`config.mk`:
```
export PLATFORM = sky130hd
export DESIGN_NAME = tbrl_refill_pipe
export DESIGN_NICKNAME = d
export VERILOG_FILES = /design/src/design/tbrl_pkg.sv /design/src/design/tbrl_refill_pipe.sv
export SDC_FILE = /design/constraint.sdc
export NUM_CORES = 1
export LEC_CHECK = 0
export BUFFER_PORTS_ARGS = -buffer_cell sky130_fd_sc_hd__buf_2
export CORE_MARGIN = 2
export CORE_UTILIZATION = 60
export CTS_BUF_LIST = sky130_fd_sc_hd__clkbuf_4
export CTS_CLUSTER_SIZE = 25
export DETAILED_ROUTE_END_ITERATION = 12
export PLACE_DENSITY = 0.9
export SYNTH_ARGS = -nofsm -noshare
export SYNTH_HDL_FRONTEND = slang
export SYNTH_SLANG_ARGS = --single-unit
```
`constraint.sdc`:
```
create_clock -name clk -period 9.11 [get_ports clk]
set_input_delay 0.4555 -clock clk [delete_from_list [all_inputs] [get_ports clk]]
set_output_delay 0.4555 -clock clk [all_outputs]
set_load 0.05 [all_outputs]
```
`src/design/tbrl_pkg.sv`:
```
// tbrl_pkg: shared types, field widths, codes and the refill constant table
// for the token bucket rate limiter. No dependencies.
`default_nettype none

package tbrl_pkg;

	// Field widths
	localparam int LIMIT_W  = 16;
	localparam int KIND_W   = 2;
	localparam int MS_W     = 10;
	localparam int BYTES_W  = 40;
	localparam int STATUS_W = 2;
	localparam int LEFT_W   = 36;

	// Item kinds
	localparam logic [KIND_W-1:0] KIND_TICK = 2'd0;
	localparam logic [KIND_W-1:0] KIND_TRY  = 2'd1;
	localparam logic [KIND_W-1:0] KIND_WAIT = 2'd2;

	// Result codes
	localparam logic [STATUS_W-1:0] STATUS_GRANTED   = 2'd0;
	localparam logic [STATUS_W-1:0] STATUS_REFUSED   = 2'd1;
	localparam logic [STATUS_W-1:0] STATUS_WAIT_DONE = 2'd2;
	localparam logic [STATUS_W-1:0] STATUS_WAIT_BUSY = 2'd3;

	// One MiB is 2^20 bytes
	localparam int MIB_SHIFT = 20;

	// Refill = floor(limit * ms * 2^20 / 1000) = floor(P * 2^17 / 125), P = limit * ms.
	// P = 125*q + r gives q * 2^17 + floor(r * 2^17 / 125).
	localparam int PROD_W      = LIMIT_W + MS_W;   // P
	localparam int DIV_MS      = 125;
	localparam int FRAC_SHIFT  = 17;
	localparam int QUOT_W      = 20;               // q < 2^26 / 125
	localparam int REM_W       = 7;                // r < 125
	localparam int RECIP_W     = 27;
	localparam int RECIP_SHIFT = 33;
	// ceil(2^33 / 125); exact quotient for every 26-bit P
	localparam logic [RECIP_W-1:0] RECIP_125 = 27'd68719477;
	localparam int ADD_W       = 37;               // largest refill < 2^37
	localparam int FRAC_W      = 17;
	localparam int LUT_DEPTH   = 1 << REM_W;

	typedef logic [LUT_DEPTH-1:0][FRAC_W-1:0] frac_lut_t;

	function automatic frac_lut_t build_frac_lut();
		frac_lut_t lut;
		for (int i = 0; i < LUT_DEPTH; i++) begin
			lut[i] = (i < DIV_MS) ? FRAC_W'((i << FRAC_SHIFT) / DIV_MS) : '0;
		end
		return lut;
	endfunction

	// floor(r * 2^17 / 125) for each remainder
	localparam frac_lut_t FRAC_LUT = build_frac_lut();

	typedef struct packed {
		logic [KIND_W-1:0]  kind;
		logic [MS_W-1:0]    delta_ms;
		logic [BYTES_W-1:0] byte_count;
	} tbrl_in_t;

	typedef struct packed {
		logic [STATUS_W-1:0] status;
		logic [LEFT_W-1:0]   tokens_left;
	} tbrl_out_t;

	// Stage load strobes from the top-level flow control
	typedef struct packed {
		logic ld_s2;
		logic ld_s3;
		logic ld_s4;
		logic fire_s4;
	} tbrl_adv_t;

endpackage

`default_nettype wire

```
`src/design/tbrl_refill_pipe.sv`:
```
// tbrl_refill_pipe: stages 2..4 that turn limit * delta_ms into the refill
// byte count, carrying the beat along. Depends on tbrl_pkg.
`default_nettype none

module tbrl_refill_pipe
	import tbrl_pkg::*;
(
	input  wire logic               clk,
	input  wire logic [LIMIT_W-1:0] limit,
	input  wire tbrl_in_t           item_s1,
	input  wire tbrl_adv_t          adv,
	output tbrl_in_t                item_s4,
	output logic [ADD_W-1:0]        addend_s4
);

	localparam int RP_W = PROD_W + RECIP_W;

	tbrl_in_t              item_s2, item_s3;
	logic [PROD_W-1:0]     prod, prod_s2, prod_s3;
	logic [RP_W-1:0]       recip_prod;
	logic [QUOT_W-1:0]     quot, quot_s3;
	logic [PROD_W-1:0]     rem_full;
	logic [REM_W-1:0]      rem;
	logic [ADD_W-1:0]      addend;

	// stage 1 -> 2: limit * ms
	assign prod = PROD_W'(limit) * PROD_W'(item_s1.delta_ms);

	// stage 2 -> 3: quotient by 125 through the reciprocal
	assign recip_prod = RP_W'(prod_s2) * RP_W'(RECIP_125);
	assign quot       = recip_prod[RECIP_SHIFT +: QUOT_W];

	// stage 3 -> 4: remainder, table lookup for the fractional part
	assign rem_full = prod_s3 - PROD_W'(quot_s3) * PROD_W'(DIV_MS);
	assign rem      = rem_full[REM_W-1:0];
	assign addend   = (ADD_W'(quot_s3) << FRAC_SHIFT) + ADD_W'(FRAC_LUT[rem]);

	always_ff @(posedge clk) begin
		if (adv.ld_s2) begin
			item_s2 <= item_s1;
			prod_s2 <= prod;
		end
		if (adv.ld_s3) begin
			item_s3 <= item_s2;
			prod_s3 <= prod_s2;
			quot_s3 <= quot;
		end
		if (adv.ld_s4) begin
			item_s4   <= item_s3;
			addend_s4 <= addend;
		end
	end

endmodule

`default_nettype wire

```
======== Word-level counts from Yosys, hierarchy flattened ========
Memory sizes are Yosys's and may differ from the RTL's.
Cells that the tools add are included.
cells by class
  add/subtract/negate cells ............... 2
  $mul .................................... 3
  $lt $le $gt $ge ......................... 1
  muxes and demuxes ....................... 1
operators by type and width
  operator                                                                count
  26-bit by 27-bit multiplier with 53-bit output (second input constant)  1
  37-bit by 17-bit adder with 37-bit output                               1
  16-bit by 10-bit multiplier with 26-bit output                          1
  20-bit by 7-bit multiplier with 7-bit output (second input constant)    1
  17-bit 2-to-1 mux                                                       1
  7-bit by 8-bit < comparator with 1-bit output (second input constant)   1
  7-bit subtractor                                                        1
storage, ports and cells
  flip-flop bits (word level) ............. 246
  bits in read-only memories .............. 2176
  bits of input ports ..................... 73
  output and inout bits ................... 89
  logic and storage cells ................. 21
  memories kept ........................... 1
memory list
  name             depth  width  rd ports  clocked after Yosys merged registers in  wr ports  line                    text
  (no name shown)  128    17     1         0                                        0         tbrl_refill_pipe.sv:36  assign addend = (ADD_W'(quot_s3) << FRAC_SHIFT) + ADD_W'(FRAC_LUT[rem]);

======== Depth between registers and ports, before layout ========
Gate-level depths: netlist (run 1).
  word-level depth ........................ 5
  mapped depth ............................ 25
  depth with buffers taken out ............ 25

======== Worst setup path before layout (run 1) ========
No wires, ideal clock.
  path type ............................... register -> register
  start ................................... reg prod_s2[20]
  end ..................................... reg quot_s3[13], data pin
  setup time .............................. 0.262 ns
  data arrival time ....................... 6.056 ns
  required time ........................... 8.848 ns
  setup slack ............................. 2.792 ns
  stages on the path, launching flop included .. 22
  buffers on the path ..................... 0
  period minus slack after synthesis ...... 6.318 ns
  path through ............................ edfxtp_1 inv_1 fa_1 fa_1 inv_1 fa_1 fa_1 fa_1 fa_1 inv_1 fa_1 inv_1 ha_1 a21o_1 a311oi_1 o21ai_0 a221o_1 a2111oi_2 nor3_2 a221oi_2 o21bai_1 xor2_1
between the ends
  longest elaborated chain between the ends .. 1
ends and longest elaborated chain
  item                                            line                    text
  start, declared                                 tbrl_refill_pipe.sv:19  logic [PROD_W-1:0] prod, prod_s2, prod_s3;
  start signal, assigned                          tbrl_refill_pipe.sv:41  prod_s2 <= prod;
  26-bit by 27-bit multiplier with 53-bit output  tbrl_refill_pipe.sv:30  assign recip_prod = RP_W'(prod_s2) * RP_W'(RECIP_125);
  named net recip_prod[46]                        tbrl_refill_pipe.sv:20  logic [RP_W-1:0] recip_prod;
  end signal, assigned                            tbrl_refill_pipe.sv:46  quot_s3 <= quot;
  end, declared                                   tbrl_refill_pipe.sv:21  logic [QUOT_W-1:0] quot, quot_s3;
The timed path passes the listed nets, and every way through them passes these cells.
A chain may end at the register's enable or synchronous reset.

======== Worst setup path in the final report (run 1) ========
  start ................................... reg prod_s2[15]
  end ..................................... reg quot_s3[13], data pin
The elaborated chain is that of the path after synthesis.

==> summary.md, run 1 <==
| Metric | Value |
|---|---|
| Status | `finished clean` |
| RSZ-0062 raised after global routing | `no` |
| R2r endpoint | `quot_s3[13]` |
| DRC Markers | `0` |
| Top Ports | `162` |
| Crit-path slowest cell | `edfxtp_1` |
| CP Capture Type | `register` |
| Iteration-0 DRC count of the detailed router | `1,950` |
| Top Family by Delay on Critical Path | `adder cells` |
| Max incr delay on CP | `0.69 ns` |
| Sequential share of the synthesized area | `0.292` |
| Top cells by count, synth | `508 x inv_1, 354 x ha_1, 329 x fa_1, 246 x edfxtp_1, 166 x nand2_1` |
| WHS Path Cells | `1` |
| Sum Neg Setup Slack | `0 ns` |
| Area grow syn2layout | `9.97%` |
| Fin util | `0.666` |
| Hold-critical path endpoint | `addend_s4[9]` |
| Via count | `18,000` |
| Slew HR | `0.255` |
| DR pass1 iterations | `7` |
| Synth async-reset ratio | `0` |
| Global route overflow | `0` |
| WP data arrival | `7.67 ns` |
| DRT Wirelength | `60,200 um` |
| Worst r2r src | `prod_s2[15]` |
| Syn avg cell area | `11.0 sq um` |
| Count of different cell masters after synthesis | `76` |
| Wire per inst | `19.5 um` |
| Setup Buffers After CTS | `0` |
| Main synth FF type | `edfxtp_1` |
| CTS sink count | `246` |
| Dpl hpwl | `44,500 um` |
| TritonCTS buffer count | `66` |
| Max Root-Sink Buffers | `3` |
| Worst Setup Slack, final | `1.89 ns` |
| Total GRT Usage | `0.281` |
| CTS tree | `yes` |
| Die Y | `209 um` |
| Worst Path Class, Setup | `register to register` |
| Tmin final | `7.22 ns` |
| Worst-Margin Slew | `1.12 ns` |
| Synth Cell Area | `0.0253 sq mm` |
| Worst-path clk slew | `0.07 ns` |
| Clk_skew | `between 0.05 and 0.06 ns` |
| Synthesized flop and latch total | `246` |
| Synthesis Warnings | `0` |
| Initial antenna violation count | `2` |
| # rows | `75` |
| Worst Path Required | `9.56 ns` |
| Crit Path Max Fanout | `9` |
| Cell type with the largest total area after synthesis | `edfxtp_1` |
| Count of final hold-check violations | `0` |
| Reg2Reg Setup Slack | `between 1.5 and 2 ns` |
| Worst path cell trace | `inv_1, ha_1, fa_1, inv_1, fa_1, fa_1, fa_1, fa_1, inv_1, fa_1, inv_1, ha_1, a21o_1, a21o_1, a21oi_1, nand4_1, a2111oi_2, nor3_2, a221oi_2, o21bai_1, xor2_1` |
| Worst hold path class | `primary input to register` |
| Clk_lat worst skew | `about 0.76 ns` |
| NumNets Final | `3,259` |
| Dominant cells by area after synthesis | `edfxtp_1 29%, fa_1 26%, ha_1 18%` |
| Pre-CTS setup slack | `1.97 ns` |
| Largest net degree at the start of global routing | `80` |
| Max-Cap Viols | `0` |
| IO buf count | `160` |
| Die area | `0.0438 sq mm` |
| Number of synthesized flops with an enable pin | `between 200 and 250` |
| Critical Path Start Type | `register` |
| Hold wc startpoint | `adv[1]` |
| Vias in the first global route | `~19,000` |
| Vias/cell | `approximately 5.8` |
| Fmax | `0.139 GHz` |
| Worst path most repeated cell | `fa_1` |
| Most numerous cell in the Yosys netlist | `inv_1` |
| Slew Viols, Final | `0` |
| Die Wd | `around 210 um` |
| Post-route ant nets | `0` |
| Post-Synthesis Cells | `2,299` |
| Reg2reg path depth | `21` |
| Syn nets | `3,055` |
| Post-synth top area share | `0.292` |
| Clock Root Buffer | `clkbuf_4` |
| H-tree lvl count | `3` |
| Gpl congestion | `~0.99` |
| Core area | `0.0418 sq mm` |
| Starting Density | `0.606` |
| Fillers | `about 2,900` |
| Layout cell share with drive strength beyond 1 | `0.120` |
| First-pass GRT wire length | `97,100 um` |
| Final period util | `0.792` |
| Worst path buffer plus inverter count | `4` |
| Endpoints failing setup | `0` |
[cell families after synthesis]
family / after synthesis / synth area share
muxes: 7 / 0.00351
AOI/OAI and AO/OA: 328 / 0.0866
adders and majority gates: 683 / 0.435
and+or+nand+nor: 388 / 0.0706
xor gates and xnor gates: 61 / 0.0229
buffers and inverters: 586 / 0.0889
DFF: 246 / 0.292
[registers in the layout (all words and copies together) (netlist names)]
register / count
item_s2: 52
prod_s2: 26
prod_s3: 7
addend_s4: 37
item_s3: 52
quot_s3: 20
item_s4: 52
[cell usage in the layout, fill, tap and decap left out, drive strengths merged, types with 11 or more instances in the layout]
cell         count
nand3           17
o21bai          12
xnor2           42
o211ai          11
buf            171
a31oi           14
inv            510
dlygate4sd3     42
nor3            24
clkinv          20
a21o            30
nor2            75
clkbuf          90
fa             329
edfxtp         246
nand2          166
nand4           11
ha             354
and2            66
xor2            19
a211oi          21
a21oi           98
o21ai           63
[area by class of cell]
| type | count | area [sq um] | share of cell area |
|---|---|---|---|
| flip-flops and latches | 246 | 7390 | 0.266 |
| inverters | 509 | 1910 | 0.0687 |
| diodes | 2 | 5.00 | 0.000180 |
| repair buffers | 213 | 1310 | 0.0471 |
| clock buffers | 90 | 676 | 0.0243 |
| clock inverters | 25 | 146 | 0.00526 |
| well taps | 539 | 674 | 0.0242 |
| multi-input cells | 1467 | 15700 | 0.565 |
[metrics by stage]
stage | area, sq um | hold slack [ns] | cells
after floorplan | 25300 | 0.400 | 2299
after global placement | 26600 | 0.400 | 2932
after detailed placement | 26600 | 0.405 | 2932
after CTS | 27800 | 0.0568 | 3089
after global routing | 27800 | 0.0651 | 3091
final | 27800 | 0.0979 | 3091
[how the worst max path moves through the flow]
stage / start / to / cells past startpoint
after floorplan: prod_s2[20] / quot_s3[13] / 21
after CTS: prod_s2[15] / quot_s3[13] / 21
after detailed placement: prod_s2[6] / quot_s3[13] / 25
final: prod_s2[15] / quot_s3[13] / 21
after global routing: prod_s2[12] / quot_s3[13] / 21
after global placement: prod_s2[15] / quot_s3[13] / 21
[what timing repair did]
action,in CTS,in global routing
hold buffers,42,0
endpoints found under the hold margin,42,0
resized for setup,0,0
[per-layer routing]
| metal | routed length, um | GRT usage | up-vias | share of wire |
|---|---|---|---|---|
| met5 | 0 | 0 | - | 0 |
| met3 | 4770 | 0.0455 | 189 | 0.079 |
| li1 | - | - | 8015 | - |
| met1 | 22300 | 0.345 | 8834 | 0.37 |
| met4 | 2260 | 0.104 | 0 | 0.038 |
| met2 | 30800 | 0.503 | 964 | 0.51 |
Power of run 1 is not shown: default switching activity piles up to over one toggle a cycle in this logic, so the estimate is an artifact.
==> run 2: changes to the inputs <==
--- a/config.mk
+++ b/config.mk
@@ -5,13 +5,14 @@
 export SDC_FILE = /design/constraint.sdc
 export NUM_CORES = 1
 export LEC_CHECK = 0
+export ABC_AREA = 1
 export BUFFER_PORTS_ARGS = -buffer_cell sky130_fd_sc_hd__buf_2
 export CORE_MARGIN = 2
-export CORE_UTILIZATION = 60
+export CORE_UTILIZATION = 58
 export CTS_BUF_LIST = sky130_fd_sc_hd__clkbuf_4
 export CTS_CLUSTER_SIZE = 25
 export DETAILED_ROUTE_END_ITERATION = 12
-export PLACE_DENSITY = 0.9
+export PLACE_DENSITY = 0.91
 export SYNTH_ARGS = -nofsm -noshare
 export SYNTH_HDL_FRONTEND = slang
 export SYNTH_SLANG_ARGS = --single-unit
==> constraint.sdc (replaced) <==
create_clock -name clk -period 6.6 [get_ports clk]
set_input_delay 0.33 -clock clk [delete_from_list [all_inputs] [get_ports clk]]
set_output_delay 0.33 -clock clk [all_outputs]
set_load 0.05 [all_outputs]
==> summary.md, run 2 <==
| Metric | Value |
|---|---|
| Status | `finished clean` |
| Most frequent cells in the layout | `771 x nand2_1, 724 x inv_1, 354 x ha_1, 329 x fa_1, 246 x edfxtp_1` |
| Core area | `0.0468 sq mm (+12%)` |
| Crit Path Max Fanout | `6 (-3)` |
| Gpl congestion | `1.02 (+3.0%)` |
| Cell type with the largest total area after synthesis | `edfxtp_1` |
| Synthesis Warnings | `0 (unchanged)` |
| Adder-Cell Fraction of Synth Area | `0.399 (-0.0361)` |
| Vias/cell | `5.67 (-2.6%)` |
| Worst-path clk slew | `0.11 ns (+0.04 ns)` |
| Worst path most repeated cell | `inv_1` |
| Crit-path slowest cell | `edfxtp_1` |
| Vias in the first global route | `23,500 (+23%)` |
| Sequential share of the synthesized area | `0.268 (-0.0242)` |
| Count of different cell masters after synthesis | `38 (-50%)` |
| Largest net degree at the start of global routing | `80 (unchanged)` |
| Worst r2r src | `prod_s2[6]` |
| Hold wc startpoint | `item_s1[45]` |
| CP Capture Type | `register` |
| Synth Area in Compound Gates | `0.0379 (-0.0486)` |
| Final period util | `0.939 (+0.147)` |
| Hold_ws | `0.0376 ns (-0.0603 ns)` |
| TritonCTS buffer count | `59 (-11%)` |
| Wire per inst | `19.9 um (+2.1%)` |
| Slew Viols, Final | `0 (unchanged)` |
| DR pass1 iterations | `8 (+1)` |
| Global route overflow | `0 (unchanged)` |
| Mux contribution to synthesized area | `0 (-0.00351)` |
| DRT Wirelength | `79,200 um (+32%)` |
| NumNets Final | `4,089 (+25%)` |
| Max Root-Sink Buffers | `3 (unchanged)` |
| Sum Neg Setup Slack | `0 ns (unchanged)` |
| Clock Root Buffer | `clkbuf_4` |
| Synthesized flop and latch total | `246 (unchanged)` |
| Area grow syn2layout | `9.51%` |
| Synth async-reset ratio | `0 (unchanged)` |
| Clk_skew | `0.0670 ns (+0.0105 ns)` |
| Top flop regs | `item_s2 x52, item_s3 x52, item_s4 x52` |
| Clk_lat worst skew | `0.80 ns (+0.04 ns)` |
| Syn nets | `3,868 (+27%)` |
| Count of final hold-check violations | `0 (unchanged)` |
| DRC Markers | `0 (unchanged)` |
| Dpl hpwl | `58,900 um (+32%)` |
| Initial antenna violation count | `3 (+1)` |
| Worst path buffer plus inverter count | `8 (+4)` |
| Synth Area in XOR/XNOR | `0.0105 (-0.0124)` |
| Max incr delay on CP | `0.76 ns (+0.07 ns)` |
| Slew HR | `0.197 (-0.0577)` |
| Top Family by Delay on Critical Path | `adder cells` |
| Synth Cell Area | `0.0276 sq mm (+9.0%)` |
| Worst path cell trace | `inv_1, ha_1, inv_1, fa_1, inv_1, fa_1, inv_1, ha_1, inv_1, fa_1, inv_1, fa_1, inv_1, fa_1, inv_1, ha_1, a21oi_1, o21ai_0, nor2_1, nor2_1, o21ai_0, nand3_1, nand2_1, nand2_1` |
| IO buf count | `160 (unchanged)` |
| First-pass GRT wire length | `125,000 um (+29%)` |
| Setup Buffers After CTS | `0 (unchanged)` |
| Worst Path Class, Setup | `register to register` |
| Post-synth top area share | `0.268 (-0.0242)` |
| Crit path from | `prod_s2[6]` |
| Tmin final | `6.20 ns (-1.02 ns)` |
| Main synth FF type | `edfxtp_1` |
| H-tree lvl count | `2 (-1)` |
| Top Ports | `162 (unchanged)` |
| Post-cts resize count | `0 (unchanged)` |
| Die Y | `222 um (+6.1%)` |
| Most numerous cell in the Yosys netlist | `nand2_1` |
| Via count | `22,600 (+26%)` |
| Max-Cap Viols | `0 (unchanged)` |
| Fin util | `0.646 (-0.0202)` |
| Total GRT Usage | `0.328 (+0.0465)` |
| Critical Path Start Type | `register` |
| Most common cell after layout, fill and taps aside | `nand2_1` |
| WP data arrival | `6.66 ns (-1.01 ns)` |
| RSZ-0062 raised after global routing | `no` |
| Starting Density | `0.590 (-0.0159)` |
| Iteration-0 DRC count of the detailed router | `2,454 (+26%)` |
| Layout cell share with drive strength beyond 1 | `0.0886 (-0.0310)` |
| Top cells by count, synth | `771 x nand2_1, 724 x inv_1, 354 x ha_1, 329 x fa_1, 246 x edfxtp_1` |
| Fmax | `0.161 GHz (+16%)` |
| Syn avg cell area | `8.86 sq um (-19%)` |
| Dominant cells by area after synthesis | `edfxtp_1 27%, fa_1 24%, ha_1 16%` |
| Post-Synthesis Cells | `3,112 (+35%)` |
| Main combinational cell family by area after synthesis | `adder cells` |
| # rows | `79 (+5.3%)` |
| CTS tree | `yes` |
| CTS sink count | `246 (unchanged)` |
| Post-route ant nets | `0 (unchanged)` |
| Die area | `0.0493 sq mm (+13%)` |
| Simple-gate share of the synthesized area | `0.172 (+0.101)` |
| Worst Path Required | `7.06 ns (-2.50 ns)` |
| Die Wd | `222 um (+6.1%)` |
| Worst-Margin Slew | `1.20 ns (+0.0865 ns)` |
| Number of synthesized flops with an enable pin | `246 (unchanged)` |
| Worst hold path class | `primary input to register` |
| Endpoints failing setup | `0 (unchanged)` |
-- run 2: cell types whose count changed in the layout (fill, tap and decap cells not counted), moves of 10 or more --
cell,delta
inv_1,+216
nand2_1,+605
a21o_1,-23
and2_1,-65
a31oi_1,-10
xnor2_1,-26
a211oi_1,-20
o211ai_1,-10
nand3_1,+162
nand2_2,+10
nand4_1,+18
nor2_1,+58
-- run 2: final timing paths --
| path | cells past startpoint | slack, ns | end |
|---|---|---|---|
| worst max-delay path | 24 | 0.40 | quot_s3[10] |
| worst min-delay path | 1 | 0.04 | item_s2[45] |
| worst max register to register | 24 | 0.40 | quot_s3[10] |
| worst min register to register | 0 | 0.35 | item_s4[44] |
-- run 2: area by class of cell --
cell class / instances / area [sq um]
repair buffers: 229 / 1450
inverters: 731 / 2740
clock inverters: 14 / 104
flip-flops and latches: 246 / 7390
diodes: 4 / 10.0
fillers: 3430 / 16500
clock buffers: 87 / 653
multi-input cells: 2066 / 17100
well taps: 607 / 759
-- run 2: what timing repair did --
| action | in CTS | in global routing |
|---|---|---|
| hold endpoints to repair | 69 | 1 |
| endpoints found under the setup margin | 0 | 0 |
| hold buffers | 48 | 1 |
-- run 2: cells by family after synthesis --
logic type | Yosys count
DFF | 246
and+or+nand+nor | 1158
buffers and inverters | 800
xor gates and xnor gates | 33
AOI/OAI and AO/OA | 192
adders and majority gates | 683
-- run 2: per-layer routing --
layer / track usage / vias to the layer above / routed length, um
met3: 0.0647 / 398 / 7510
met5: 0 / - / 0
li1: - / 10100 / -
met4: 0.194 / 0 / 5430
met2: 0.558 / 1425 / 38100
met1: 0.387 / 10700 / 28100
-- run 2: per-stage QoR --
step                      instance area [sq um]  instances  worst slack (ns)
final                                     30200       3984             0.401
after CTS                                 30200       3979             0.477
after floorplan                           27600       3112              1.07
after detailed placement                  28900       3830             0.514
after global placement                    28900       3830             0.604
after global routing                      30200       3983             0.158
Power of run 2 is left out for the same reason.
