[config.mk]
export PLATFORM = sky130hd
export DESIGN_NAME = tbrl_bucket_core
export DESIGN_NICKNAME = d
export VERILOG_FILES = /design/src/design/tbrl_pkg.sv /design/src/design/tbrl_bucket_core.sv
export SDC_FILE = /design/constraint.sdc
export NUM_CORES = 1
export LEC_CHECK = 0
export ABC_AREA = 1
export BUFFER_PORTS_ARGS = -buffer_cell sky130_fd_sc_hd__buf_2
export CORE_UTILIZATION = 55
export CTS_BUF_LIST = sky130_fd_sc_hd__clkbuf_4 sky130_fd_sc_hd__clkbuf_8
export DETAILED_ROUTE_END_ITERATION = 10
export PLACE_DENSITY = 0.79
export SLEW_MARGIN = 10
export SYNTH_ARGS = -nofsm -noshare
export SYNTH_HDL_FRONTEND = slang
export SYNTH_SLANG_ARGS = --single-unit
export TNS_END_PERCENT = 1
[constraint.sdc]
create_clock -name clk -period 15.48 [get_ports clk]
set_input_delay 3.096 -clock clk [delete_from_list [all_inputs] [get_ports clk]]
set_output_delay 3.096 -clock clk [all_outputs]
set_load 0.05 [all_outputs]
[src/design/tbrl_pkg.sv]
// tbrl_pkg: shared types, field widths, codes and the refill constant table
// for the token bucket rate limiter. No dependencies.
`default_nettype none

package tbrl_pkg;

	// Field widths
	localparam int LIMIT_W  = 16;
	localparam int KIND_W   = 2;
	localparam int MS_W     = 10;
	localparam int BYTES_W  = 40;
	localparam int STATUS_W = 2;
	localparam int LEFT_W   = 36;

	// Item kinds
	localparam logic [KIND_W-1:0] KIND_TICK = 2'd0;
	localparam logic [KIND_W-1:0] KIND_TRY  = 2'd1;
	localparam logic [KIND_W-1:0] KIND_WAIT = 2'd2;

	// Result codes
	localparam logic [STATUS_W-1:0] STATUS_GRANTED   = 2'd0;
	localparam logic [STATUS_W-1:0] STATUS_REFUSED   = 2'd1;
	localparam logic [STATUS_W-1:0] STATUS_WAIT_DONE = 2'd2;
	localparam logic [STATUS_W-1:0] STATUS_WAIT_BUSY = 2'd3;

	// One MiB is 2^20 bytes
	localparam int MIB_SHIFT = 20;

	// Refill = floor(limit * ms * 2^20 / 1000) = floor(P * 2^17 / 125), P = limit * ms.
	// P = 125*q + r gives q * 2^17 + floor(r * 2^17 / 125).
	localparam int PROD_W      = LIMIT_W + MS_W;   // P
	localparam int DIV_MS      = 125;
	localparam int FRAC_SHIFT  = 17;
	localparam int QUOT_W      = 20;               // q < 2^26 / 125
	localparam int REM_W       = 7;                // r < 125
	localparam int RECIP_W     = 27;
	localparam int RECIP_SHIFT = 33;
	// ceil(2^33 / 125); exact quotient for every 26-bit P
	localparam logic [RECIP_W-1:0] RECIP_125 = 27'd68719477;
	localparam int ADD_W       = 37;               // largest refill < 2^37
	localparam int FRAC_W      = 17;
	localparam int LUT_DEPTH   = 1 << REM_W;

	typedef logic [LUT_DEPTH-1:0][FRAC_W-1:0] frac_lut_t;

	function automatic frac_lut_t build_frac_lut();
		frac_lut_t lut;
		for (int i = 0; i < LUT_DEPTH; i++) begin
			lut[i] = (i < DIV_MS) ? FRAC_W'((i << FRAC_SHIFT) / DIV_MS) : '0;
		end
		return lut;
	endfunction

	// floor(r * 2^17 / 125) for each remainder
	localparam frac_lut_t FRAC_LUT = build_frac_lut();

	typedef struct packed {
		logic [KIND_W-1:0]  kind;
		logic [MS_W-1:0]    delta_ms;
		logic [BYTES_W-1:0] byte_count;
	} tbrl_in_t;

	typedef struct packed {
		logic [STATUS_W-1:0] status;
		logic [LEFT_W-1:0]   tokens_left;
	} tbrl_out_t;

	// Stage load strobes from the top-level flow control
	typedef struct packed {
		logic ld_s2;
		logic ld_s3;
		logic ld_s4;
		logic fire_s4;
	} tbrl_adv_t;

endpackage

`default_nettype wire

[src/design/tbrl_bucket_core.sv]
// tbrl_bucket_core: bucket level, pending wait state and the result register.
// Depends on tbrl_pkg; fed by tbrl_refill_pipe.
`default_nettype none

module tbrl_bucket_core
	import tbrl_pkg::*;
#(
	parameter int TOKEN_WIDTH   = 37,
	parameter int REQUEST_WIDTH = 40
) (
	input  wire logic               clk,
	input  wire logic               arst_n,
	input  wire logic [LIMIT_W-1:0] limit,
	input  wire logic               cfg_we,
	input  wire logic [LIMIT_W-1:0] cfg_wdata,
	input  wire tbrl_adv_t          adv,
	input  wire tbrl_in_t           item_s4,
	input  wire logic [ADD_W-1:0]   addend_s4,
	input  wire logic               out_stall,
	output logic                    out_valid,
	output tbrl_out_t               out_data
);

	localparam int RAW_W = LIMIT_W + MIB_SHIFT;
	localparam int CAP_W = (TOKEN_WIDTH > RAW_W) ? TOKEN_WIDTH : RAW_W;
	localparam int SUM_W = ((TOKEN_WIDTH > ADD_W) ? TOKEN_WIDTH : ADD_W) + 1;
	localparam int CMP_W = (TOKEN_WIDTH > REQUEST_WIDTH) ? TOKEN_WIDTH : REQUEST_WIDTH;
	localparam logic [TOKEN_WIDTH-1:0] TOKEN_ALL1 = '1;

	function automatic logic [TOKEN_WIDTH-1:0] cap_of(input logic [LIMIT_W-1:0] lim);
		logic [CAP_W-1:0] raw;
		raw = CAP_W'(lim) << MIB_SHIFT;
		return (raw > CAP_W'(TOKEN_ALL1)) ? TOKEN_ALL1 : TOKEN_WIDTH'(raw);
	endfunction

	logic [TOKEN_WIDTH-1:0]   token_level_q, lvl_ref, lvl_chunk, lvl_new, cap;
	logic [REQUEST_WIDTH-1:0] wait_rem_q, wr_src, wr_after, wr_new, bytes;
	logic                     wait_pend_q, pend_new;
	logic [SUM_W-1:0]         sum;
	logic [CMP_W-1:0]         chunk;
	logic                     unlimited, paid, chunk_done, try_ok, has_res;
	logic [STATUS_W-1:0]      status;

	assign cap       = cap_of(limit);
	assign unlimited = (limit == '0);
	assign bytes     = REQUEST_WIDTH'(item_s4.byte_count);

	always_comb begin
		// refill, saturating at capacity; the level is kept as is while unlimited
		sum     = SUM_W'(token_level_q) + SUM_W'(addend_s4);
		lvl_ref = token_level_q;
		if (!unlimited) begin
			lvl_ref = (sum > SUM_W'(cap)) ? cap : TOKEN_WIDTH'(sum);
		end

		// one wait chunk: a new wait pays from its own bytes, a tick from the pending rest
		wr_src     = (item_s4.kind == KIND_WAIT) ? bytes : wait_rem_q;
		chunk      = (CMP_W'(wr_src) < CMP_W'(cap)) ? CMP_W'(wr_src) : CMP_W'(cap);
		paid       = CMP_W'(lvl_ref) >= chunk;
		wr_after   = unlimited ? '0 : (paid ? wr_src - REQUEST_WIDTH'(chunk) : wr_src);
		lvl_chunk  = (!unlimited && paid) ? lvl_ref - TOKEN_WIDTH'(chunk) : lvl_ref;
		chunk_done = (wr_after == '0);
		try_ok     = CMP_W'(lvl_ref) >= CMP_W'(bytes);

		lvl_new  = lvl_ref;
		wr_new   = wait_rem_q;
		pend_new = wait_pend_q;
		has_res  = 1'b0;
		status   = STATUS_GRANTED;

		unique case (item_s4.kind)
			KIND_TICK: begin
				if (wait_pend_q) begin
					lvl_new = lvl_chunk;
					wr_new  = wr_after;
					if (chunk_done) begin
						pend_new = 1'b0;
						has_res  = 1'b1;
						status   = STATUS_WAIT_DONE;
					end
				end
			end
			KIND_TRY: begin
				has_res = 1'b1;
				if (unlimited) begin
					status = STATUS_GRANTED;
				end else if (try_ok) begin
					lvl_new = lvl_ref - TOKEN_WIDTH'(bytes);
					status  = STATUS_GRANTED;
				end else begin
					status = STATUS_REFUSED;
				end
			end
			KIND_WAIT: begin
				if (wait_pend_q) begin
					has_res = 1'b1;
					status  = STATUS_WAIT_BUSY;
				end else begin
					lvl_new = lvl_chunk;
					wr_new  = wr_after;
					if (chunk_done) begin
						has_res = 1'b1;
						status  = STATUS_WAIT_DONE;
					end else begin
						pend_new = 1'b1;
					end
				end
			end
			default: begin
				// refill only
			end
		endcase
	end

	always_ff @(posedge clk or negedge arst_n) begin
		if (!arst_n) begin
			token_level_q <= '0;
			wait_rem_q    <= '0;
			wait_pend_q   <= 1'b0;
			out_valid     <= 1'b0;
		end else begin
			if (cfg_we) begin
				token_level_q <= cap_of(cfg_wdata);
			end else if (adv.fire_s4) begin
				token_level_q <= lvl_new;
			end
			if (adv.fire_s4) begin
				wait_rem_q  <= wr_new;
				wait_pend_q <= pend_new;
			end
			if (adv.fire_s4 && has_res) begin
				out_valid <= 1'b1;
			end else if (!out_stall) begin
				out_valid <= 1'b0;
			end
		end
	end

	always_ff @(posedge clk) begin
		if (adv.fire_s4 && has_res) begin
			out_data.status      <= status;
			out_data.tokens_left <= LEFT_W'(lvl_new);
		end
	end

`ifndef SYNTH
	a_level_within_cap: assert property (@(posedge clk) disable iff (!arst_n)
		token_level_q <= cap)
		else $error("bucket level above capacity");

	a_unlimited_empty: assert property (@(posedge clk) disable iff (!arst_n)
		unlimited |-> token_level_q == '0)
		else $error("bucket not empty while unlimited");

	a_pending_has_rest: assert property (@(posedge clk) disable iff (!arst_n)
		wait_pend_q |-> wait_rem_q != '0)
		else $error("wait pending with nothing left to pay");

	a_second_wait_busy: assert property (@(posedge clk) disable iff (!arst_n)
		adv.fire_s4 && item_s4.kind == KIND_WAIT && wait_pend_q
		|=> out_valid && out_data.status == STATUS_WAIT_BUSY)
		else $error("second wait not answered busy");
`endif

endmodule

`default_nettype wire

# Word-level counts from Yosys, hierarchy flattened
# Index checks and enable logic that the tools add are counted.
[classes]
add_sub_neg = 4
n_lt_le_gt_ge = 6
eq_ne = 5
muxes = 35
reduce_logical = 10
[op_table]
columns = ["op", "n"]
rows = [
  ["two-way mux 37 bit", 11],
  ["two-way mux 40 bit", 6],
  ["one-hot mux 37 bit (3 select lines)", 1],
  [">= comparator 37 x 40 -> 1 bit", 2],
  ["one-hot mux 40 bit (2 select lines)", 1],
  ["greater-than comparator 36 x 37 -> 1 bit (second input constant)", 2],
  ["subtractor 37 bit", 2],
  ["zero test 40 bit", 1],
  ["< comparator 40 x 37 -> 1 bit", 1],
  ["subtractor 40 bit", 1],
  ["adder 37 x 37 -> 38 bit", 1],
  ["greater-than comparator 38 x 37 -> 1 bit", 1],
  ["zero test 16 bit", 1],
  ["two-way mux 1 bit", 10],
  ["two-way mux 2 bit", 3],
  ["one-hot mux 2 bit (3 select lines)", 1],
  ["!= test 2 bit (second input constant)", 2],
  ["AND reduction 4 bit", 1],
  ["nonzero test 2 bit", 2],
  ["one-hot mux 1 bit (3 select lines)", 1],
  ["== test 2 x 1 -> 1 bit (second input constant)", 1],
  ["== test 2 bit (second input constant)", 1],
  ["logical AND 1 bit", 2],
  ["zero test 2 bit", 1],
  ["other kinds (4)", 4],
]
[word_totals]
ff_bits = 117
out_inout_bits = 39
elab_cells = 66

# Depth between registers and ports, before layout
# Gate-level depths: netlist (run 1).
[logic_depth]
word_depth = 14
mapped_depth = 56
depth_no_buf = 55

# Worst setup path before layout (run 1)
# Ideal clock, no wire load.
[synth_timing]
path_kind = "input-to-reg"
start = "input port addend_s4[0]"
end = "register out_data[0] (netlist bit) (enable)"
setup_time_ns = 0.393
arrival_ns = 9.816
slack_ns = 5.272
path_stages = 51
path_buffers = 2
path_cell_list = "ha_1 fa_1 nand3_1 inv_1 nand2_1 nand3_1 nand3_1 nand2_1 a21o_1 nand2_1 nand2_1 a21boi_0 o21ai_0 nand2_1 nand2_1 ha_1 nand2_1 inv_1 [15 not listed] o31ai_2 nand2_1 o211ai_2 nand3_2 nand3_4 buf_4 nand2_1 nand3_1 nand2_1 nor2_1 nand2_1 nor2_1 nand2_1 o21bai_1 nand2_1 nand2_1 nand2_1 inv_1"
[synth_between]
elab_chain_len = 12
[synth_lines]
columns = ["element", "line", "source"]
rows = [
  ["start: declaration", "tbrl_bucket_core.sv:18", "input wire logic [ADD_W-1:0] addend_s4,"],
  ["adder 37 x 37 -> 38 bit *", "tbrl_bucket_core.sv:50", "sum = SUM_W'(token_level_q) + SUM_W'(addend_s4);"],
  ["greater-than comparator 38 x 37 -> 1 bit", "tbrl_bucket_core.sv:53", "lvl_ref = (sum > SUM_W'(cap)) ? cap : TOKEN_WIDTH'(sum);"],
  ["two-way mux 37 bit *", "tbrl_bucket_core.sv:53", ""],
  ["two-way mux 37 bit *", "tbrl_bucket_core.sv:52", "if (!unlimited) begin"],
  [">= comparator 37 x 40 -> 1 bit *", "tbrl_bucket_core.sv:59", "paid = CMP_W'(lvl_ref) >= chunk;"],
  ["two-way mux 40 bit * (2 in a row)", "tbrl_bucket_core.sv:60", "wr_after = unlimited ? '0 : (paid ? wr_src - REQUEST_WIDTH'(chunk) : wr_src);"],
  ["zero test 40 bit *", "tbrl_bucket_core.sv:62", "chunk_done = (wr_after == '0);"],
  ["two-way mux 1 bit *", "tbrl_bucket_core.sv:76, tbrl_bucket_core.sv:101", ""],
  ["two-way mux 1 bit (on tied branches)", "tbrl_bucket_core.sv:95, tbrl_bucket_core.sv:73", ""],
  ["one-hot mux 1 bit (3 select lines) *", "tbrl_bucket_core.sv:71", "unique case (item_s4.kind)"],
  ["logical AND 1 bit *", "tbrl_bucket_core.sv:140", "if (adv.fire_s4 && has_res) begin"],
  ["end: declaration", "tbrl_bucket_core.sv:21", "output tbrl_out_t out_data"],
]
# Every way passes the cells marked *; elsewhere a longest branch is shown, timed or not.
# A chain may end at the register's enable or synchronous reset.

# Final worst setup path (run 1)
[layout_timing]
start = "input port addend_s4[0]"
end = "register out_data[31] (netlist bit) (enable)"
# The elaborated chain is that of the path after synthesis.

==> results of run 1 <==
-- cells in the mapped netlist (9+ instances only) --
cell type and number:
a21o_1 17, a21oi_1 174, a22oi_1 9, a31oi_1 16, buf_2 10, clkbuf_1 36, dfrtp_1 79, edfxtp_1 38
ha_1 158, inv_1 330, inv_2 11, nand2_1 797, nand3_1 140, nand4_1 39, nor2_1 259, nor3_1 21
o211ai_1 9, o21a_1 10, o21ai_0 172, o21ai_1 22, o21bai_1 16, o221ai_1 14, o22ai_1 9, xnor2_1 40
xor2_1 46
-- metrics by stage --
stage,hold slack (ns),util,instance area (µm²)
final,0.484,0.618,17400
after global routing,0.508,0.618,17400
after CTS,0.489,0.618,17400
after detailed placement,0.467,0.605,17000
after global placement,0.458,0.605,17000
after floorplan,0.446,-,15900
-- critical path, delay by kind of cell --
| family | cells | cell delay, ns |
|---|---|---|
| simple gates | 32 | 5.15 |
| compound gates | 6 | 1.06 |
| buf+inv | 7 | 1.30 |
| fa+ha+maj | 4 | 1.30 |
| xor+xnor | 1 | 0.20 |
-- logic make-up after synthesis --
group | count (synthesis) | share of synthesized area
buf+inv | 400 | 0.0972
flops | 117 | 0.196
xor+xnor | 86 | 0.0474
other cells | 1 | 0.000236
compound gates | 516 | 0.193
simple gates | 1301 | 0.338
fa+ha+maj | 161 | 0.128
-- flip-flops by register name, summed over array words and instances (netlist names) --
register       flops
out_data          38
out_valid          1
token_level_q     37
wait_pend_q        1
wait_rem_q        40
-- layout make-up --
type                    instances  area [µm²]
inverters                     343        1290
diodes                          1        2.50
repair buffers                168         878
clock inverters                15         129
fillers                      2834       10700
flip-flops and latches        117        3120
well taps                     378         473
multi-input cells            2065       11200
clock buffers                  17         234
-- power groups by stage --
stage | clock [mW] | combinational, mW | sequential [mW]
final | 0.286 | 2.43 | 0.442
after detailed placement | 0 | 2.33 | 0.445
after CTS | 0.288 | 2.35 | 0.439
after global placement | 0 | 2.31 | 0.443
after global routing | 0.296 | 2.65 | 0.448
after floorplan | 0 | 1.68 | 0.475
-- worst min path at each step --
stage	from	to	slack, ns	cells after the start
floorplan	wait_rem_q[36]$_DFFE_PN0P_	wait_rem_q[36]$_DFFE_PN0P_	0.45	2
global placement	out_valid$_DFFE_PN0P_	out_valid$_DFFE_PN0P_	0.46	2
detailed placement	out_valid$_DFFE_PN0P_	out_valid$_DFFE_PN0P_	0.47	2
CTS	wait_rem_q[0]$_DFFE_PN0P_	wait_rem_q[0]$_DFFE_PN0P_	0.49	2
global route	wait_rem_q[11]$_DFFE_PN0P_	wait_rem_q[11]$_DFFE_PN0P_	0.51	2
finish	wait_rem_q[18]$_DFFE_PN0P_	wait_rem_q[18]$_DFFE_PN0P_	0.48	2
-- per-layer routing --
| metal | vias to the layer above | part of all wire | global-route usage |
|---|---|---|---|
| met5 | - | 0 | 0 |
| met4 | 0 | 0.040 | 0.173 |
| met3 | 134 | 0.11 | 0.0607 |
| met2 | 1028 | 0.42 | 0.634 |
| met1 | 8448 | 0.43 | 0.579 |
| li1 | 8812 | - | - |
-- cell usage in the layout (no fill, tap or decap), drive strengths merged, types with 16 or more instances in the layout --
cell	instances
o21ai	195
buf	168
xnor2	40
nand3	145
nand4	39
inv	345
dfrtp	79
o221ai	20
nor2	265
a21oi	180
a21o	17
clkbuf	17
edfxtp	38
ha	158
xor2	46
a31oi	18
nand2	803
nor3	22
o21bai	16
==> impl_metrics.json, run 1 <==
{
  "first_global_vias": 16600,
  "dp.cells": 3071,
  "totalWireLength_um": 61100,
  "synth_top_area_frac": 0.188,
  "drive_above_1_share": 0.0954,
  "cap_violations": 0,
  "worst_pin_slew_ns": 0.893,
  "final_cells": 3104,
  "synth_ff_type": "dfrtp_1",
  "critPathLaunchType": "primary input",
  "syn_area_mm2": 0.0159,
  "drc": 0,
  "ys_warn_count": 0,
  "core_mm2": 0.0281,
  "drv_slew": 0,
  "die_height_um": 172,
  "worst_setup_path_end_kind": "flop",
  "cpPeakStageDelay_ns": 0.48,
  "drtIter0Drc": 2181,
  "peakVddDrop_uv": 126,
  "fin_ws_ns": 3.40,
  "final.setup.tns_ns": 0,
  "ant_nets": 0,
  "post_cts_buffers": 0,
  "syn_nets": 2872,
  "synth_top_area_cell": "nand2_1",
  "cts_resized": 0,
  "crit_fanout": 38,
  "synth_area_leaders": "nand2_1, dfrtp_1, ha_1, inv_1, edfxtp_1",
  "p_int_mw": 1.30,
  "crit_top_cell": "nand2_1",
  "port_buffers": 154,
  "worstRegToRegCells": 49,
  "grt_pass1_wl_um": 91400,
  "min_path_type": "flop to flop",
  "synth_cell_type_count": 67,
  "rsz0062_at_grt": "no",
  "power_leakage_nw": 9.31,
  "clk_latency_ns": 0.53,
  "crit_arrival_ns": 12.22,
  "hold_viol": 0,
  "setup_violations": 0,
  "async_reset_ff_frac": 0.675,
  "numClockSinks": 117,
  "dp_worst_setup_slack_ns": 3.07,
  "gp_congestion": 1.01,
  "syn_inst": 2582,
  "initial_utilization": 0.566,
  "core.rowCount": 61,
  "grt_usage": 0.414,
  "post-dp-hpwl_um": 50500,
  "htree_levels": 4,
  "avgSynthCellArea_um2": 6.16,
  "cts_buffers": 17,
  "reg2reg_setup_slack_ns": 5.71,
  "viasPerCell": 5.93,
  "ctsHoldBuffers": 0,
  "critPathKind": "primary input to flop",
  "p_clk_frac": 0.090,
  "die_area_mm2": 0.0296,
  "io_pins": 168,
  "via_count": 18400,
  "cp-endpoint": "out_data[31]$_DFFE_PP_",
  "power_frac_comb": 0.770,
  "drt-pass1-iter-count": 6,
  "powerDensity_mw_per_mm2": 182,
  "r2r-start": "token_level_q[0]$_DFFE_PN0P_",
  "finalPower_mw": 3.16,
  "grt_antenna_before_repair": 1,
  "clk_pin_slew_ns": 0.08,
  "status": "finished, final reports clean",
  "die_w_um": 172,
  "reg2reg_to": "out_data[31]$_DFFE_PP_",
  "syn2layout_area_growth_pct": 9.23,
  "finalCritPeriodShare": 0.780,
  "ys_seq_area_frac": 0.196,
  "required_ns": 15.62,
  "startpoint": "addend_s4[0]",
  "wl_per_cell_um": 19.7,
  "sw_frac_of_total": 0.589,
  "clock.fmax_mhz": 82.8,
  "critPathSlowestCell": "fa_1",
  "p_sw_mw": 1.86,
  "cts-root-buf": "clkbuf_8",
  "p_seq_frac": 0.140,
  "cts_buffer_depth": 2,
  "yosys_register_bits": 117,
  "fin_skew_ns": 0.0326,
  "min_period_ns": 12.08,
  "grt_max_degree": 59,
  "max_slew_margin": 0.399,
  "grt.overflow.total": 0,
  "nets": 3002,
  "synth_edf_count": 38,
  "cts_tree": "yes"
}
Note: power is estimated with default switching activity, not from simulation.
==> run 2, diff against run 1 <==
==> constraint.sdc (replaced) <==
create_clock -name clk -period 12.65 [get_ports clk]
set_input_delay 2.53 -clock clk [delete_from_list [all_inputs] [get_ports clk]]
set_output_delay 2.53 -clock clk [all_outputs]
set_load 0.05 [all_outputs]
==> impl_metrics.json, run 2 (same netlist as run 1, synthesis figures left out) <==
{
  "core.rowCount": 61,
  "cpPeakStageDelay_ns": 0.97,
  "dp_worst_setup_slack_ns": 0.800,
  "crit_top_cell": "nand2_1",
  "worst_pin_slew_ns": 1.09,
  "multi_input_area_mm2": 0.0112,
  "cp-endpoint": "out_data[28]$_DFFE_PP_",
  "clock.fmax_mhz": 87.0,
  "cts_resized": 0,
  "gp_congestion": 1.03,
  "dp.cells": 3074,
  "clk_pin_slew_ns": 0.08,
  "cts_buffers": 17,
  "cts_tree": "yes",
  "clk_latency_ns": 0.54,
  "hold_viol": 0,
  "drive_above_1_share": 0.0968,
  "grt_max_degree": 83,
  "worst_setup_path_end_kind": "flop",
  "ctsHoldBuffers": 0,
  "grt_pass1_wl_um": 91700,
  "cts_buffer_depth": 2,
  "min_period_ns": 11.49,
  "power_leakage_nw": 9.36,
  "syn2layout_area_growth_pct": 9.87,
  "drc": 0,
  "die_area_mm2": 0.0296,
  "initial_utilization": 0.566,
  "required_ns": 12.83,
  "via_count": 18600,
  "critPathKind": "primary input to flop",
  "mostFrequentLayoutCells": "nand2_1, inv_1, nor2_1, a21oi_1, o21ai_0",
  "min_path_type": "flop to flop",
  "ant_nets": 0,
  "largest_reg_flops": 40,
  "crit_arrival_ns": 11.68,
  "reg2reg_setup_slack_ns": 2.90,
  "grt_antenna_before_repair": 4,
  "fin_ws_ns": 1.16,
  "htree_levels": 4,
  "wl_per_cell_um": 19.9,
  "largest_register": "wait_rem_q",
  "cap_violations": 0,
  "die_height_um": 172,
  "powerDensity_mw_per_mm2": 225,
  "post-dp-hpwl_um": 50700,
  "cts-root-buf": "clkbuf_8",
  "drtIter0Drc": 2195,
  "drt-pass1-iter-count": 6,
  "startpoint": "addend_s4[0]",
  "critPathSlowestCell": "a21oi_2",
  "die_w_um": 172,
  "io_pins": 168,
  "final_common_cell": "nand2_1",
  "reg_top3": "wait_rem_q: 40 flops, out_data: 38 flops, token_level_q: 37 flops",
  "nets": 3005,
  "drv_slew": 0,
  "setup_violations": 0,
  "critPathLaunchType": "primary input",
  "finish.utilization": 0.622,
  "core_mm2": 0.0281,
  "port_buffers": 154,
  "final_cells": 3108,
  "post_cts_buffers": 0,
  "first_global_vias": 17000,
  "grt.overflow.total": 0,
  "fin_skew_ns": 0.0426,
  "max_slew_margin": 0.271,
  "crit_fanout": 38,
  "nFillCells": 2761,
  "grt_usage": 0.417,
  "whs_ns": 0.484,
  "reg2reg_to": "out_data[28]$_DFFE_PP_",
  "peakVddDrop_uv": 140,
  "final.setup.tns_ns": 0,
  "register_area_mm2": 0.00312,
  "rsz0062_at_grt": "no",
  "r2r-start": "token_level_q[0]$_DFFE_PN0P_",
  "totalWireLength_um": 61800,
  "numClockSinks": 117,
  "finalCritPeriodShare": 0.909,
  "status": "finished, final reports clean",
  "worstRegToRegCells": 53,
  "viasPerCell": 5.98
}
[run 2: changes by cell type in the layout (fill, tap and decap cells not counted), sizes merged]
cell	delta
inv	+2
clkinv	-3
buf	+3
clkinvlp	-1
diode	+1
bufinv	+2
[run 2: through the flow]
stage	total power, mW	area [µm²]
finish	3.93	17500
floorplan	2.64	15900
CTS	3.83	17500
detailed placement	3.41	17000
global route	4.24	17500
global placement	3.36	17000
[run 2: cell type report]
class                   count  share of cell area
repair buffers            171              0.0523
inverters                 343              0.0738
flip-flops and latches    117               0.178
diodes                      2            0.000286
clock buffers              17              0.0134
well taps                 378              0.0271
multi-input cells        2065               0.644
clock inverters            15              0.0111
[run 2: per-layer routing]
| layer | GRT usage | share of wire | vias up |
|---|---|---|---|
| li1 | - | - | 8825 |
| met1 | 0.565 | 0.42 | 8471 |
| met2 | 0.635 | 0.42 | 1102 |
| met3 | 0.0813 | 0.11 | 184 |
| met4 | 0.195 | 0.047 | 4 |
| met5 | 0 | 0.00057 | - |
[run 2: critical path, delay by kind of cell]
kind,cells,cell delay [ns]
adder cells (fa/ha/maj),4,1.37
AO/OA/AOI/OAI,10,2.82
AND/OR/NAND/NOR,33,3.87
buffers and inverters,7,0.97
[run 2: how the worst min path moves through the flow]
stage,from,end,slack [ns],cells past startpoint
global route,wait_rem_q[9]$_DFFE_PN0P_,wait_rem_q[9]$_DFFE_PN0P_,0.51,2
finish,out_valid$_DFFE_PN0P_,out_valid$_DFFE_PN0P_,0.48,2
CTS,wait_rem_q[8]$_DFFE_PN0P_,wait_rem_q[8]$_DFFE_PN0P_,0.49,2
floorplan,wait_rem_q[36]$_DFFE_PN0P_,wait_rem_q[36]$_DFFE_PN0P_,0.45,2
global placement,out_valid$_DFFE_PN0P_,out_valid$_DFFE_PN0P_,0.46,2
detailed placement,out_valid$_DFFE_PN0P_,out_valid$_DFFE_PN0P_,0.46,2
[run 2: report_power, final]
part / switching [mW] / leakage [nW] / internal, mW / total [mW]
Combinational: 2.03 / 7.77 / 0.957 / 2.99
Sequential: 0.0548 / 1.38 / 0.486 / 0.541
Clock: 0.203 / 0.211 / 0.200 / 0.403
